File: config.mk
export PLATFORM = sky130hd
export DESIGN_NAME = bsrt_addr
export DESIGN_NICKNAME = d
export VERILOG_FILES = /design/src/rtl/bsrt_pkg.sv /design/src/rtl/bsrt_addr.sv
export SDC_FILE = /design/constraint.sdc
export NUM_CORES = 1
export LEC_CHECK = 0
export BUFFER_PORTS_ARGS = -buffer_cell sky130_fd_sc_hd__buf_4
export CORE_ASPECT_RATIO = 1.2
export CORE_UTILIZATION = 44
export DETAILED_ROUTE_END_ITERATION = 8
export PLACE_DENSITY = 0.81
export SLEW_MARGIN = 0
export SYNTH_ARGS = -nofsm -noshare
export SYNTH_HDL_FRONTEND = slang
export SYNTH_SLANG_ARGS = --single-unit
File: constraint.sdc
create_clock -name vclk -period 2.8
set_input_delay 0.14 -clock vclk [all_inputs]
set_output_delay 0.14 -clock vclk [all_outputs]
set_load 0.1 [all_outputs]
File: src/rtl/bsrt_pkg.sv
package bsrt_pkg;

    localparam int SEG_COUNT_DEF = 512;

    localparam int ADDR_W     = 32;
    localparam int PAGE_BITS  = 14;
    localparam int BLK_W      = ADDR_W - PAGE_BITS;
    localparam int PAGE_LSB   = 6;
    localparam int PAGE_W     = 8;
    localparam int SEG_IDX_W  = 9;
    localparam int LSEG_W     = 10;
    localparam int COUNT_W    = 10;
    localparam int ACTION_W   = 3;
    localparam int CFG_IDX_W  = 2;
    localparam int CFG_DATA_W = 10;
    localparam int S_TDATA_W  = 48;
    localparam int M_TDATA_W  = 48;

    localparam logic [COUNT_W-1:0] COUNT_MAX   = 10'd1023;
    localparam logic [LSEG_W-1:0]  LSEG_RESET  = 10'd256;
    localparam logic [ADDR_W-1:0]  PAGE_MASK   = 32'h0000_3FFF;

    // slc page fold thresholds
    localparam logic [PAGE_W-1:0] FOLD_PAGE_LO    = 8'd4;
    localparam logic [PAGE_W-1:0] FOLD_PAGE_HI    = 8'd254;
    localparam logic [PAGE_W-1:0] FOLD_PAGE_EDGE  = 8'd6;
    localparam logic [PAGE_W-1:0] FOLD_DROP_SHORT = 8'd4;
    localparam logic [PAGE_W-1:0] FOLD_DROP_LONG  = 8'd6;

    typedef enum logic [ACTION_W-1:0] {
        ACT_REPORT     = 3'd0,
        ACT_BUILD      = 3'd1,
        ACT_TRANSLATE  = 3'd2,
        ACT_SEG_QUERY  = 3'd3,
        ACT_PAIR_QUERY = 3'd4
    } t_action;

    typedef enum logic [CFG_IDX_W-1:0] {
        CFG_LOGICAL_SEGMENTS  = 2'd0,
        CFG_SINGLE_LEVEL_SCAN = 2'd1,
        CFG_SLC_FOLD_ENABLE   = 2'd2
    } t_cfg_reg;

    typedef struct packed {
        t_action               action;
        logic [SEG_IDX_W-1:0]  seg_index;
        logic                  is_bad;
        logic [ADDR_W-1:0]     work_addr;
        logic                  keep_offset;
    } t_req;

    typedef struct packed {
        logic [ADDR_W-1:0] result;
        logic              status;
    } t_rsp;

endpackage

File: src/rtl/bsrt_addr.sv
module bsrt_addr (
    input  bsrt_pkg::t_action                 i_action,
    input  logic [bsrt_pkg::ADDR_W-1:0]       i_page_address,
    input  logic [bsrt_pkg::LSEG_W-1:0]       i_logical_segments,
    input  logic                              i_slc_fold_enable,
    output logic [bsrt_pkg::ADDR_W-1:0]       o_work_addr,
    output logic                              o_keep_offset
);

    localparam int PB = bsrt_pkg::PAGE_BITS;
    localparam int AW = bsrt_pkg::ADDR_W;
    localparam int BW = bsrt_pkg::BLK_W;
    localparam int PL = bsrt_pkg::PAGE_LSB;
    localparam int PW = bsrt_pkg::PAGE_W;

    logic [PW-1:0] w_page;
    logic [PW-1:0] w_page_fold;
    logic          w_fold;
    logic [BW-1:0] w_block;
    logic [BW-1:0] w_lseg;
    logic [AW-1:0] w_trans;
    logic [AW-1:0] w_pair;

    assign w_page  = i_page_address[PL+PW-1:PL];
    assign w_block = i_page_address[AW-1:PB];
    assign w_lseg  = BW'(i_logical_segments);

    always_comb begin
        w_page_fold = w_page;
        w_fold      = 1'b0;
        if (w_page >= bsrt_pkg::FOLD_PAGE_LO) begin
            if (w_page >= bsrt_pkg::FOLD_PAGE_HI || w_page < bsrt_pkg::FOLD_PAGE_EDGE) begin
                w_page_fold = w_page - bsrt_pkg::FOLD_DROP_SHORT;
                w_fold      = 1'b1;
            end else if (w_page[1:0] < 2'd2) begin
                w_page_fold = (w_page > bsrt_pkg::FOLD_PAGE_EDGE) ?
                              w_page - bsrt_pkg::FOLD_DROP_LONG : w_page;
                w_fold      = 1'b1;
            end
        end
    end

    // folded pages move to the slc block range above the logical segments
    assign w_trans = i_slc_fold_enable ?
                     {w_block + (w_fold ? w_lseg : '0), w_page_fold, i_page_address[PL-1:0]} :
                     i_page_address;
    assign w_pair  = {w_block + w_lseg, {PB{1'b0}}};

    always_comb begin
        case (i_action)
            bsrt_pkg::ACT_TRANSLATE: begin
                o_work_addr   = w_trans;
                o_keep_offset = 1'b1;
            end
            bsrt_pkg::ACT_PAIR_QUERY: begin
                o_work_addr   = w_pair;
                o_keep_offset = 1'b0;
            end
            default: begin
                o_work_addr   = i_page_address;
                o_keep_offset = 1'b0;
            end
        endcase
    end

endmodule

==> impl_metrics.csv, run 1 <==
group,metric,value,unit
status,status,"did not finish",
status,failed_stage,"5_1_grt",
status,error_message,"[ERROR DPL-0038] Utilization greater than 100%, impossible to legalize",
synthesis,netlist_top_cells_area,"sky130_fd_sc_hd__ha_1 18%, sky130_fd_sc_hd__and2_1 7.2%, sky130_fd_sc_hd__a21oi_1 6.7%, sky130_fd_sc_hd__xnor2_1 6.7%, sky130_fd_sc_hd__nand2_1 6.2%",
synthesis,syn-mean-instance-area,6.824,µm²
synthesis,synth.cell_area,1563,µm²
synthesis,yosys_warnings,0,
synthesis,synth_cells,229,
placed_design,hpwlAfterDp,4425,µm
synthesis,yosysMostFrequentCell,"sky130_fd_sc_hd__nand2_1",
synthesis,post-synth-top-area-cell,"sky130_fd_sc_hd__ha_1",
floorplanning,fp.dieW,56.41,µm
placed_design,io_buffer_count,79,
floorplanning,ios,79,
cts,cts_hold_buf,0,
floorplanning,die_height,67.29,µm
floorplanning,initial_utilization,46.41,%
timing,worst_endpoint_kind,"top-level output",
grt,grt_max_degree,22,
synthesis,synthTopCellsByCount,"26 x sky130_fd_sc_hd__nand2_1, 23 x sky130_fd_sc_hd__ha_1, 21 x sky130_fd_sc_hd__a21oi_1",
synthesis,synth_cell_types,46,
floorplanning,core.rowCount,23,
placed_design,place.gp.congestion,0.8823,
synthesis,synth_seq_area_share,0,%
synthesis,synthDominantCellAreaShare,18.41,%
placed_design,placement.setup.worst_slack,-605.0,ps
synthesis,postSynthNetCount,300,
placed_design,dpl_cell_area,2793,µm²
timing,postGrtWorstEndpoint,"o_work_addr[28]",
==> logic make-up after synthesis <==
group           count (synthesis)  share of synthesized area, %
xor+xnor                       22                         12.33
fa+ha+maj                      25                         20.98
simple gates                   95                         32.59
compound gates                 67                         27.94
buf+inv                        17                         4.163
mux                             3                         2.002
==> repair_timing <==
action,CTS
gates cloned,1
endpoints found under the setup margin,16
pin swaps,28
setup buffers,13
resized for setup,76
==> metrics by stage <==
stage	cells	utilization (%)	setup TNS [ps]
after CTS	386	95.69	-4279
after detailed placement	373	82.94	-7248
after global placement	373	82.94	-6192
after floorplan	229	-	-4929
==> inputs of run 2 (changes only) <==
CORE_ASPECT_RATIO = not set   (was 1.2)
CORE_UTILIZATION = 38   (was 44)
PLACE_DENSITY = not set   (was 0.81)
PLACE_DENSITY_LB_ADDON = 0.15   (was not set)
clock period = 3.6 ns   (was 2.8 ns; I/O delays follow)
==> impl_metrics.csv, run 2 <==
group,metric,value,unit
routing,drt_pass1_iterations,4,
grt,globalRouteTotalUtil,20.70,%
synthesis,yosysMostFrequentCell,"sky130_fd_sc_hd__nand2_1",
routing,drc_errors,0,
synthesis,main_combinational_cell_family_by_area_after_synthesis,"simple AND/OR/NAND/NOR gates",
pwr,intPower,0.1756,mW
run,drv.max_cap_violation_count,0,
cts,cts_hold_buf,0,
layout,nClkBuffers,0,
routing,wl_per_cell,12.47,µm
synthesis,yosys.area_share.simple,32.59,%
placed_design,io_buffer_count,79,
grt,grt_first_pass_wirelength,7458,µm
layout,layout_commonest_cell,"sky130_fd_sc_hd__buf_4",
synthesis,synth_cells,229,
timing,period_minus_slack,3413,ps
layout,flow.area_growth_from_synthesis,58.13,%
routing,number_of_nets_with_antenna_violations_after_detailed_routing,0,
synthesis,synth_adder_area_share,20.98,%
routing,route.final.wire_length,4527,µm
grt,grt_max_degree,22,
worst_setup_path,crit_path_max_fanout,7,
pwr,switching_power,0.3686,mW
layout,multi_input_comb_area,1660,µm²
synthesis,netlist_top_cells_area,"sky130_fd_sc_hd__ha_1 18%, sky130_fd_sc_hd__and2_1 7.2%, sky130_fd_sc_hd__a21oi_1 6.7%, sky130_fd_sc_hd__xnor2_1 6.7%, sky130_fd_sc_hd__nand2_1 6.2%",
hold_path,hold_path_class,"input port to output pin",
layout,layout_net_count,388,
timing,fin_max_slew_vios,0,
floorplanning,core.rowCount,22,
grt,first_global_vias,1781,
placed_design,placement.setup.worst_slack,-26.06,ps
worst_setup_path,arrival,3230,ps
layout,final.fill_count,344,
worst_setup_path,worst_ep_required_time,3420,ps
timing,fin_worst_hold_slack,712.7,ps
floorplanning,core-area,3799,µm²
pwr,p_seq_share,0,%
layout,nFlopsAndLatches,0,
synthesis,synthDominantCellAreaShare,18.41,%
synthesis,yosys_warnings,0,
timing,max_slew.worst_pin.slew,576.1,ps
layout,most-common-layout-cells,"84 x sky130_fd_sc_hd__buf_4, 25 x sky130_fd_sc_hd__nand2_1, 23 x sky130_fd_sc_hd__ha_1",
timing,max-slew-margin-rel,61.45,%
pwr,power.share.switching,67.73,%
worst_setup_path,endpoint_kind,"output pin",
timing,final_critical_path_setup_slack,187.1,ps
timing,max_freq,0.2930,GHz
floorplanning,die_area,4373,µm²
grt,globalRoute.totalOverflow,0,
floorplanning,initial_utilization,41.14,%
worst_setup_path,worst_setup_path_start_kind,"input port",
pwr,clock_power_share,0,%
timing,rsz0062_at_grt,"true",
pwr,leakage,1.173,nW
routing,detail_route.wirelength.met1,2161,µm
pwr,comb_power_share,100.0,%
synthesis,synth.cell_area,1563,µm²
synthesis,synth_seq_area_share,0,%
synthesis,syn-mean-instance-area,6.824,µm²
synthesis,postSynthNetCount,300,
routing,topRoutingLayerUsed,"met3",
timing,finalCritPeriodShare,94.80,%
worst_setup_path,path_class,"input port to output pin",
routing,ratio_of_routed_vias_to_standard_cells,5.300,
timing,final-hold-violation-count,0,
synthesis,yosys.area_share.xor_xnor,12.33,%
routing,met3_wirelength,325,µm
routing,wl_met2,2041,µm
routing,detailedRoute.firstIterationViolations,64,
layout,fraction_of_layout_instances_using_a_drive_strength_above_1,38.41,%
floorplanning,fp.dieW,66.13,µm
routing,detailroute.via_count,1924,
layout,register_area,0,µm²
layout,antenna_cells,0,
synthesis,post-synth-top-area-cell,"sky130_fd_sc_hd__ha_1",
grt,antenna_found_initial,0,
synthesis,synth-compound-area-share,27.94,%
pwr,power_density,220.2,nW/µm²
floorplanning,ios,79,
floorplanning,die_height,66.13,µm
synthesis,synthTopCellsByCount,"26 x sky130_fd_sc_hd__nand2_1, 23 x sky130_fd_sc_hd__ha_1, 21 x sky130_fd_sc_hd__a21oi_1",
placed_design,place.gp.congestion,0.8950,
pwr,highest_ir_drop_seen_on_vdd,0.0001127,V
synthesis,synth_cell_types,46,
placed_design,hpwlAfterDp,3822,µm
status,status,"finished, final reports clean",
synthesis,share_of_synthesized_area_spent_on_multiplexers,2.002,%
timing,final-setup-viol-count,0,
-- run 2: path summary, 6_finish.rpt --
| check | startpoint | end | slack [ps] | cells past startpoint |
|---|---|---|---|---|
| max | i_page_address[10] | o_work_addr[27] | 190 | 15 |
| min | i_page_address[25] | o_work_addr[25] | 710 | 3 |
-- run 2: final cells by class --
class / count / share of cell area (%)
multi-input combinational: 212 / 67.19
inverter: 13 / 1.975
tap: 48 / 2.430
timing repair buffer: 90 / 28.41
-- run 2: per-layer routing --
metal  track usage, %  vias to the layer above
met3            1.379                        0
met5                0                        -
met2            37.50                       57
met1            27.79                      861
met4            1.064                        0
li1                 -                     1006
-- run 2: kinds of logic after synthesis --
kind of cell             count (synthesis)
XOR/XNOR                                22
AO/OA/AOI/OAI                           67
buffers and inverters                   17
adder cells (fa/ha/maj)                 25
multiplexers                             3
AND/OR/NAND/NOR                         95
-- run 2: through the flow --
stage	power [mW]	cells	util [%]	TNS (ps)	cell area, µm²
global placement	0.5317	362	63.64	-19.55	2417
finish	0.5441	363	65.05	0	2471
detailed placement	0.5336	362	63.64	-26.06	2417
CTS	0.5365	362	63.74	0	2421
global route	0.5805	363	65.05	-2.164	2471
floorplan	0.3908	229	-	-691.8	1707
-- run 2: power groups by stage --
stage / registers (mW) / clock network (mW) / logic [mW]
CTS: 0 / 0 / 0.537
detailed placement: 0 / 0 / 0.534
global route: 0 / 0 / 0.580
finish: 0 / 0 / 0.544
global placement: 0 / 0 / 0.532
floorplan: 0 / 0 / 0.391
-- run 2: repair_timing --
| action | in CTS | in global routing |
|---|---|---|
| gates resized for setup | 1 | 13 |
| setup buffers | 0 | 1 |
| endpoints found under the hold margin | 0 | 0 |
| pin swaps | 0 | 1 |
| endpoints found under the setup margin | 1 | 8 |
-- run 2: critical path: stages --
cell and delay, ps:
sky130_fd_sc_hd__buf_4 130, sky130_fd_sc_hd__or4_4 580, sky130_fd_sc_hd__nor4_4 170, sky130_fd_sc_hd__o21ai_1 100, sky130_fd_sc_hd__nand2_2 130, sky130_fd_sc_hd__and2_1 190
sky130_fd_sc_hd__ha_1 240, sky130_fd_sc_hd__a21o_1 180, sky130_fd_sc_hd__and4_1 210, sky130_fd_sc_hd__o21ai_2 180, sky130_fd_sc_hd__o21ai_0 130, sky130_fd_sc_hd__a22oi_2 250
sky130_fd_sc_hd__nand2b_1 190, sky130_fd_sc_hd__xnor2_2 130, sky130_fd_sc_hd__buf_6 250
No activity file was read; power rests on OpenSTA's default activity.
==> inputs of run 3 (changes only) <==
ABC_AREA = 1   (was not set)
CORE_MARGIN = 1   (was not set)
REMOVE_ABC_BUFFERS = 1   (was not set)
==> impl_metrics.csv, run 3 <==
group,metric,value,unit
routing,drt_pass1_iterations,5,
synthesis,synth_cells,485,
worst_setup_path,cpLargestDelayFamily,"simple AND/OR/NAND/NOR gates",
placed_design,io_buffer_count,79,
worst_setup_path,cp_cell_sequence,"buf_4 > inv_1 > nand2_1 > nor2_1 > inv_1 > nor2_1 > nand2_1 > nand2_1 > nor2_1 > ha_1 > fa_1 > nand3_1 > nand3_1 > nand3_1 > nand3_1 > nand3_1 > nand3_1 > nand2_1 > buf_4",
timing,final-setup-viol-count,0,
timing,final-hold-violation-count,0,
floorplanning,initial_utilization,39.43,%
grt,antenna_found_initial,0,
timing,rsz0062_at_grt,"false",
placed_design,placement.setup.worst_slack,382.1,ps
floorplanning,core-area,5956,µm²
pwr,highest_ir_drop_seen_on_vdd,0.0001030,V
layout,design_area,3028,µm²
layout,fraction_of_layout_instances_using_a_drive_strength_above_1,16.96,%
timing,fin_worst_hold_slack,760.0,ps
synthesis,yosys_warnings,0,
worst_setup_path,worst_setup_path_start_kind,"input port",
routing,wl_per_cell,12.31,µm
pwr,power_density,194.4,nW/µm²
layout,layout_commonest_cell,"sky130_fd_sc_hd__nand2_1",
cts,cts_hold_buf,0,
synthesis,synth.cell_area,2349,µm²
routing,detailroute.via_count,3259,
timing,fin_max_slew_vios,0,
run,drv.max_cap_violation_count,0,
routing,number_of_nets_with_antenna_violations_after_detailed_routing,0,
synthesis,synthTopCellsByCount,"168 x sky130_fd_sc_hd__nand2_1, 83 x sky130_fd_sc_hd__inv_1, 64 x sky130_fd_sc_hd__nand3_1",
grt,globalRoute.totalOverflow,0,
floorplanning,die_area,6499,µm²
layout,register_area,0,µm²
layout,most-common-layout-cells,"168 x sky130_fd_sc_hd__nand2_1, 83 x sky130_fd_sc_hd__inv_1, 82 x sky130_fd_sc_hd__buf_4",
synthesis,synthDominantCellAreaShare,26.85,%
grt,first_global_vias,2937,
layout,nClkBuffers,0,
placed_design,hpwlAfterDp,6589,µm
synthesis,synth_seq_area_share,0,%
worst_setup_path,timing.critical_path.buf_inv,4,
grt,grt_max_degree,27,
worst_setup_path,arrival,3040,ps
layout,nFlopsAndLatches,0,
floorplanning,core.rowCount,28,
synthesis,synth_cell_types,30,
worst_setup_path,path_class,"input port to output pin",
worst_setup_path,worst_ep_required_time,3420,ps
timing,max-slew-margin-rel,59.23,%
hold_path,hold_path_class,"input port to output pin",
synthesis,yosysMostFrequentCell,"sky130_fd_sc_hd__nand2_1",
synthesis,netlist_top_cells_area,"sky130_fd_sc_hd__nand2_1 27%, sky130_fd_sc_hd__nand3_1 14%, sky130_fd_sc_hd__inv_1 13%, sky130_fd_sc_hd__ha_1 12%, sky130_fd_sc_hd__nor2_1 8.6%",
layout,multi_input_comb_area,1987,µm²
cts,cts_post_setup_buffers_inserted,0,
timing,max_slew.worst_pin.slew,610.9,ps
cts,postCtsResizedCells,0,
placed_design,dpl_cell_area,3028,µm²
worst_setup_path,cell_at_the_slowest_stage_of_the_critical_path,"sky130_fd_sc_hd__fa_1",
worst_setup_path,crit_path_max_fanout,7,
layout,layout_net_count,633,
routing,detailedRoute.firstIterationViolations,142,
status,status,"finished, final reports clean",
placed_design,place.gp.congestion,0.9452,
floorplanning,ios,79,
worst_setup_path,crit_top_cell,"sky130_fd_sc_hd__nand3_1",
timing,finalCritPeriodShare,89.57,%
floorplanning,fp.dieW,80.62,µm
layout,final.fill_count,669,
layout,flow.area_growth_from_synthesis,28.93,%
timing,max_freq,0.3101,GHz
pwr,leakage,1.836,nW
timing,period_minus_slack,3224,ps
worst_setup_path,biggest_cell_delay_along_the_critical_path,470,ps
floorplanning,die_height,80.62,µm
grt,globalRouteTotalUtil,24.73,%
routing,ratio_of_routed_vias_to_standard_cells,5.132,
timing,final_critical_path_setup_slack,375.6,ps
routing,route.final.wire_length,7816,µm
synthesis,syn-mean-instance-area,4.842,µm²
grt,grt_first_pass_wirelength,12780,µm
synthesis,post-synth-top-area-cell,"sky130_fd_sc_hd__nand2_1",
layout,antenna_cells,0,
routing,drc_errors,0,
worst_setup_path,endpoint_kind,"output pin",
run 3: cell types whose count changed after synthesis, sizes merged, moves of 4 or more:
cell    previous run  this run
nand2b             5         0
a21oi             22        18
and2              18         1
nand3             15        64
nor3               3         8
o221ai             4         0
nor2              14        55
nand4              3        15
nand2             27       169
xnor2             12         1
a21boi             0         5
inv               13        86
xor2              10         0
run 3: layer usage:
layer  routed length (µm)  up-vias  track usage [%]  share of wire, %
met5                    0        -                0                 0
met2                 3722       93            44.24                48
met4                  134        0            6.429               1.7
met3                  435       15           0.9091               5.6
met1                 3523     1454            32.02                45
li1                     -     1697                -                 -
run 3: worst min-delay path, cell delays in order:
cell,delay (ps)
sky130_fd_sc_hd__buf_4,100
sky130_fd_sc_hd__inv_1,40
sky130_fd_sc_hd__nor2_1,30
sky130_fd_sc_hd__buf_4,220
run 3: cell type report:
class,instances,area share (%)
multi-input cells,391,65.62
inverters,87,10.95
repair buffers,82,20.33
well taps,75,3.099
run 3: final timing paths:
check,start,endpoint,slack (ps),depth (start not counted)
hold / removal,i_page_address[2],o_work_addr[2],760,4
setup / recovery,i_page_address[11],o_work_addr[26],380,19
run 3: where the power goes:
| group | total [mW] | switching (mW) | internal (mW) |
|---|---|---|---|
| clock | 0 | 0 | 0 |
| sequential | 0 | 0 | 0 |
| combinational | 0.589 | 0.429 | 0.159 |
| total | 0.589 | 0.429 | 0.159 |
run 3: through the flow:
stage,utilization (%),cells,TNS (ps),total power [mW]
after detailed placement,50.84,635,0,0.5864
after global placement,50.84,635,0,0.5830
final,50.84,635,0,0.5887
after CTS,50.84,635,0,0.5878
after floorplan,-,478,-652.8,0.4257
after global routing,50.84,635,0,0.6360
run 3: kinds of logic after synthesis:
family / after synthesis / synth area share, %
AOI/OAI and AO/OA: 45 / 11.08
buffers and inverters: 94 / 15.40
and+or+nand+nor: 320 / 59.19
adders and majority gates: 25 / 13.96
xor gates and xnor gates: 1 / 0.3730
==> inputs of run 4 (changes only) <==
BUFFER_PORTS_ARGS = not set   (was -buffer_cell sky130_fd_sc_hd__buf_4)
DONT_BUFFER_PORTS = 1   (was not set)
==> impl_metrics.csv, run 4 (same netlist as run 3, synthesis figures left out) <==
group,metric,value,unit
grt,globalRouteTotalUtil,24.43,%
timing,max_freq,0.3258,GHz
floorplanning,die_height,80.62,µm
layout,nFlopsAndLatches,0,
pwr,leakage,1.569,nW
cts,cts_hold_buf,0,
cts,cts_post_setup_buffers_inserted,0,
grt,first_global_vias,2779,
timing,rsz0062_at_grt,"false",
pwr,power.share.switching,76.98,%
timing,final-hold-violation-count,0,
worst_setup_path,cp_cell_sequence,"inv_1 > nand2_1 > nor2_1 > inv_1 > nor2_1 > nand2_1 > nand2_1 > nor2_1 > ha_1 > fa_1 > nand3_1 > nand3_1 > nand3_1 > nand3_1 > nand3_1 > nand3_1 > nand2_1 > buf_4",
grt,grt_first_pass_wirelength,12640,µm
timing,fin_max_slew_vios,0,
placed_design,place.gp.congestion,0.9608,
status,status,"finished, final reports clean",
worst_setup_path,worst_ep_required_time,3420,ps
worst_setup_path,crit_top_cell,"sky130_fd_sc_hd__nand3_1",
timing,max_slew.worst_pin.slew,1093,ps
worst_setup_path,cpLargestDelayFamily,"simple AND/OR/NAND/NOR gates",
floorplanning,core-area,5956,µm²
routing,wl_per_cell,13.61,µm
layout,flow.area_growth_from_synthesis,12.68,%
floorplanning,fp.dieW,80.62,µm
grt,grt_max_degree,27,
routing,detailroute.via_count,3108,
layout,fraction_of_layout_instances_using_a_drive_strength_above_1,9.381,%
floorplanning,initial_utilization,39.43,%
worst_setup_path,endpoint_kind,"output pin",
routing,detailedRoute.firstIterationViolations,172,
layout,antenna_cells,0,
placed_design,hpwlAfterDp,6499,µm
layout,nClkBuffers,0,
timing,setup-tns-final,0,ps
routing,number_of_nets_with_antenna_violations_after_detailed_routing,0,
worst_setup_path,biggest_cell_delay_along_the_critical_path,460,ps
floorplanning,core.rowCount,28,
pwr,clock_power_share,0,%
worst_setup_path,worst_setup_path_start_kind,"input port",
placed_design,dpl_cell_area,2646,µm²
timing,max-slew-margin-rel,27.13,%
routing,route.final.wire_length,7839,µm
pwr,intPower,0.1213,mW
worst_setup_path,path_class,"input port to output pin",
grt,antenna_found_initial,0,
layout,final.fill_count,696,
worst_setup_path,crit_path_max_fanout,7,
worst_setup_path,crit_path_launch,"i_page_address[11]",
placed_design,io_buffer_count,0,
floorplanning,ios,79,
worst_setup_path,timing.critical_path.buf_inv,3,
cts,postCtsResizedCells,0,
layout,register_area,0,µm²
hold_path,hold_path_class,"input port to output pin",
routing,drt_pass1_iterations,5,
timing,finalCritPeriodShare,85.27,%
pwr,comb_power_share,100.0,%
pwr,p_seq_share,0,%
worst_setup_path,arrival,2890,ps
routing,ratio_of_routed_vias_to_standard_cells,5.396,
pwr,power_density,199.1,nW/µm²
floorplanning,die_area,6499,µm²
layout,layout_commonest_cell,"sky130_fd_sc_hd__nand2_1",
routing,drc_errors,0,
pwr,highest_ir_drop_seen_on_vdd,0.0001049,V
worst_setup_path,cell_at_the_slowest_stage_of_the_critical_path,"sky130_fd_sc_hd__fa_1",
run,drv.max_cap_violation_count,0,
layout,layout_net_count,574,
pwr,switching_power,0.4056,mW
layout,most-common-layout-cells,"168 x sky130_fd_sc_hd__nand2_1, 83 x sky130_fd_sc_hd__inv_1, 64 x sky130_fd_sc_hd__nand3_1",
grt,globalRoute.totalOverflow,0,
hold_path,worstHoldStart,"i_page_address[4]",
layout,design_area,2646,µm²
timing,final-setup-viol-count,0,
timing,period_minus_slack,3070,ps
==> run 4: final cells by class <==
type,count,area (µm²),area share [%]
Multi-Input combinational cell,391,2028,76.64
Inverter,87,331.6,12.53
Timing Repair Buffer,23,192.7,7.281
Tap cell,75,93.84,3.546
==> run 4: stage by stage <==
stage               cells  util [%]  worst slack, ps  total power, mW  hold slack (ps)
floorplan             478         -           -652.8           0.4257            503.9
global placement      576     44.43            643.7           0.5217            597.2
detailed placement    576     44.43            531.4           0.5237            596.5
CTS                   576     44.43            525.4           0.5249            596.5
global route          576     44.43            236.7           0.5694            614.8
finish                576     44.43            530.4           0.5269            595.3
==> run 4: power groups by stage <==
stage	Sequential [mW]	Clock (mW)	Combinational (mW)
global route	0	0	0.569
floorplan	0	0	0.426
global placement	0	0	0.522
CTS	0	0	0.525
detailed placement	0	0	0.524
finish	0	0	0.527
==> run 4: final timing paths <==
path,end,cells past startpoint,slack [ps]
setup / recovery,o_work_addr[26],18,530
hold / removal,o_work_addr[4],2,600
==> run 4: metal layers <==
metal | track usage [%] | up-vias | wire (µm)
li1 | - | 1577 | -
met1 | 32.31 | 1406 | 3515
met2 | 42.97 | 113 | 3674
met3 | 1.932 | 12 | 545
met4 | 4.464 | 0 | 103
met5 | 0 | - | 0
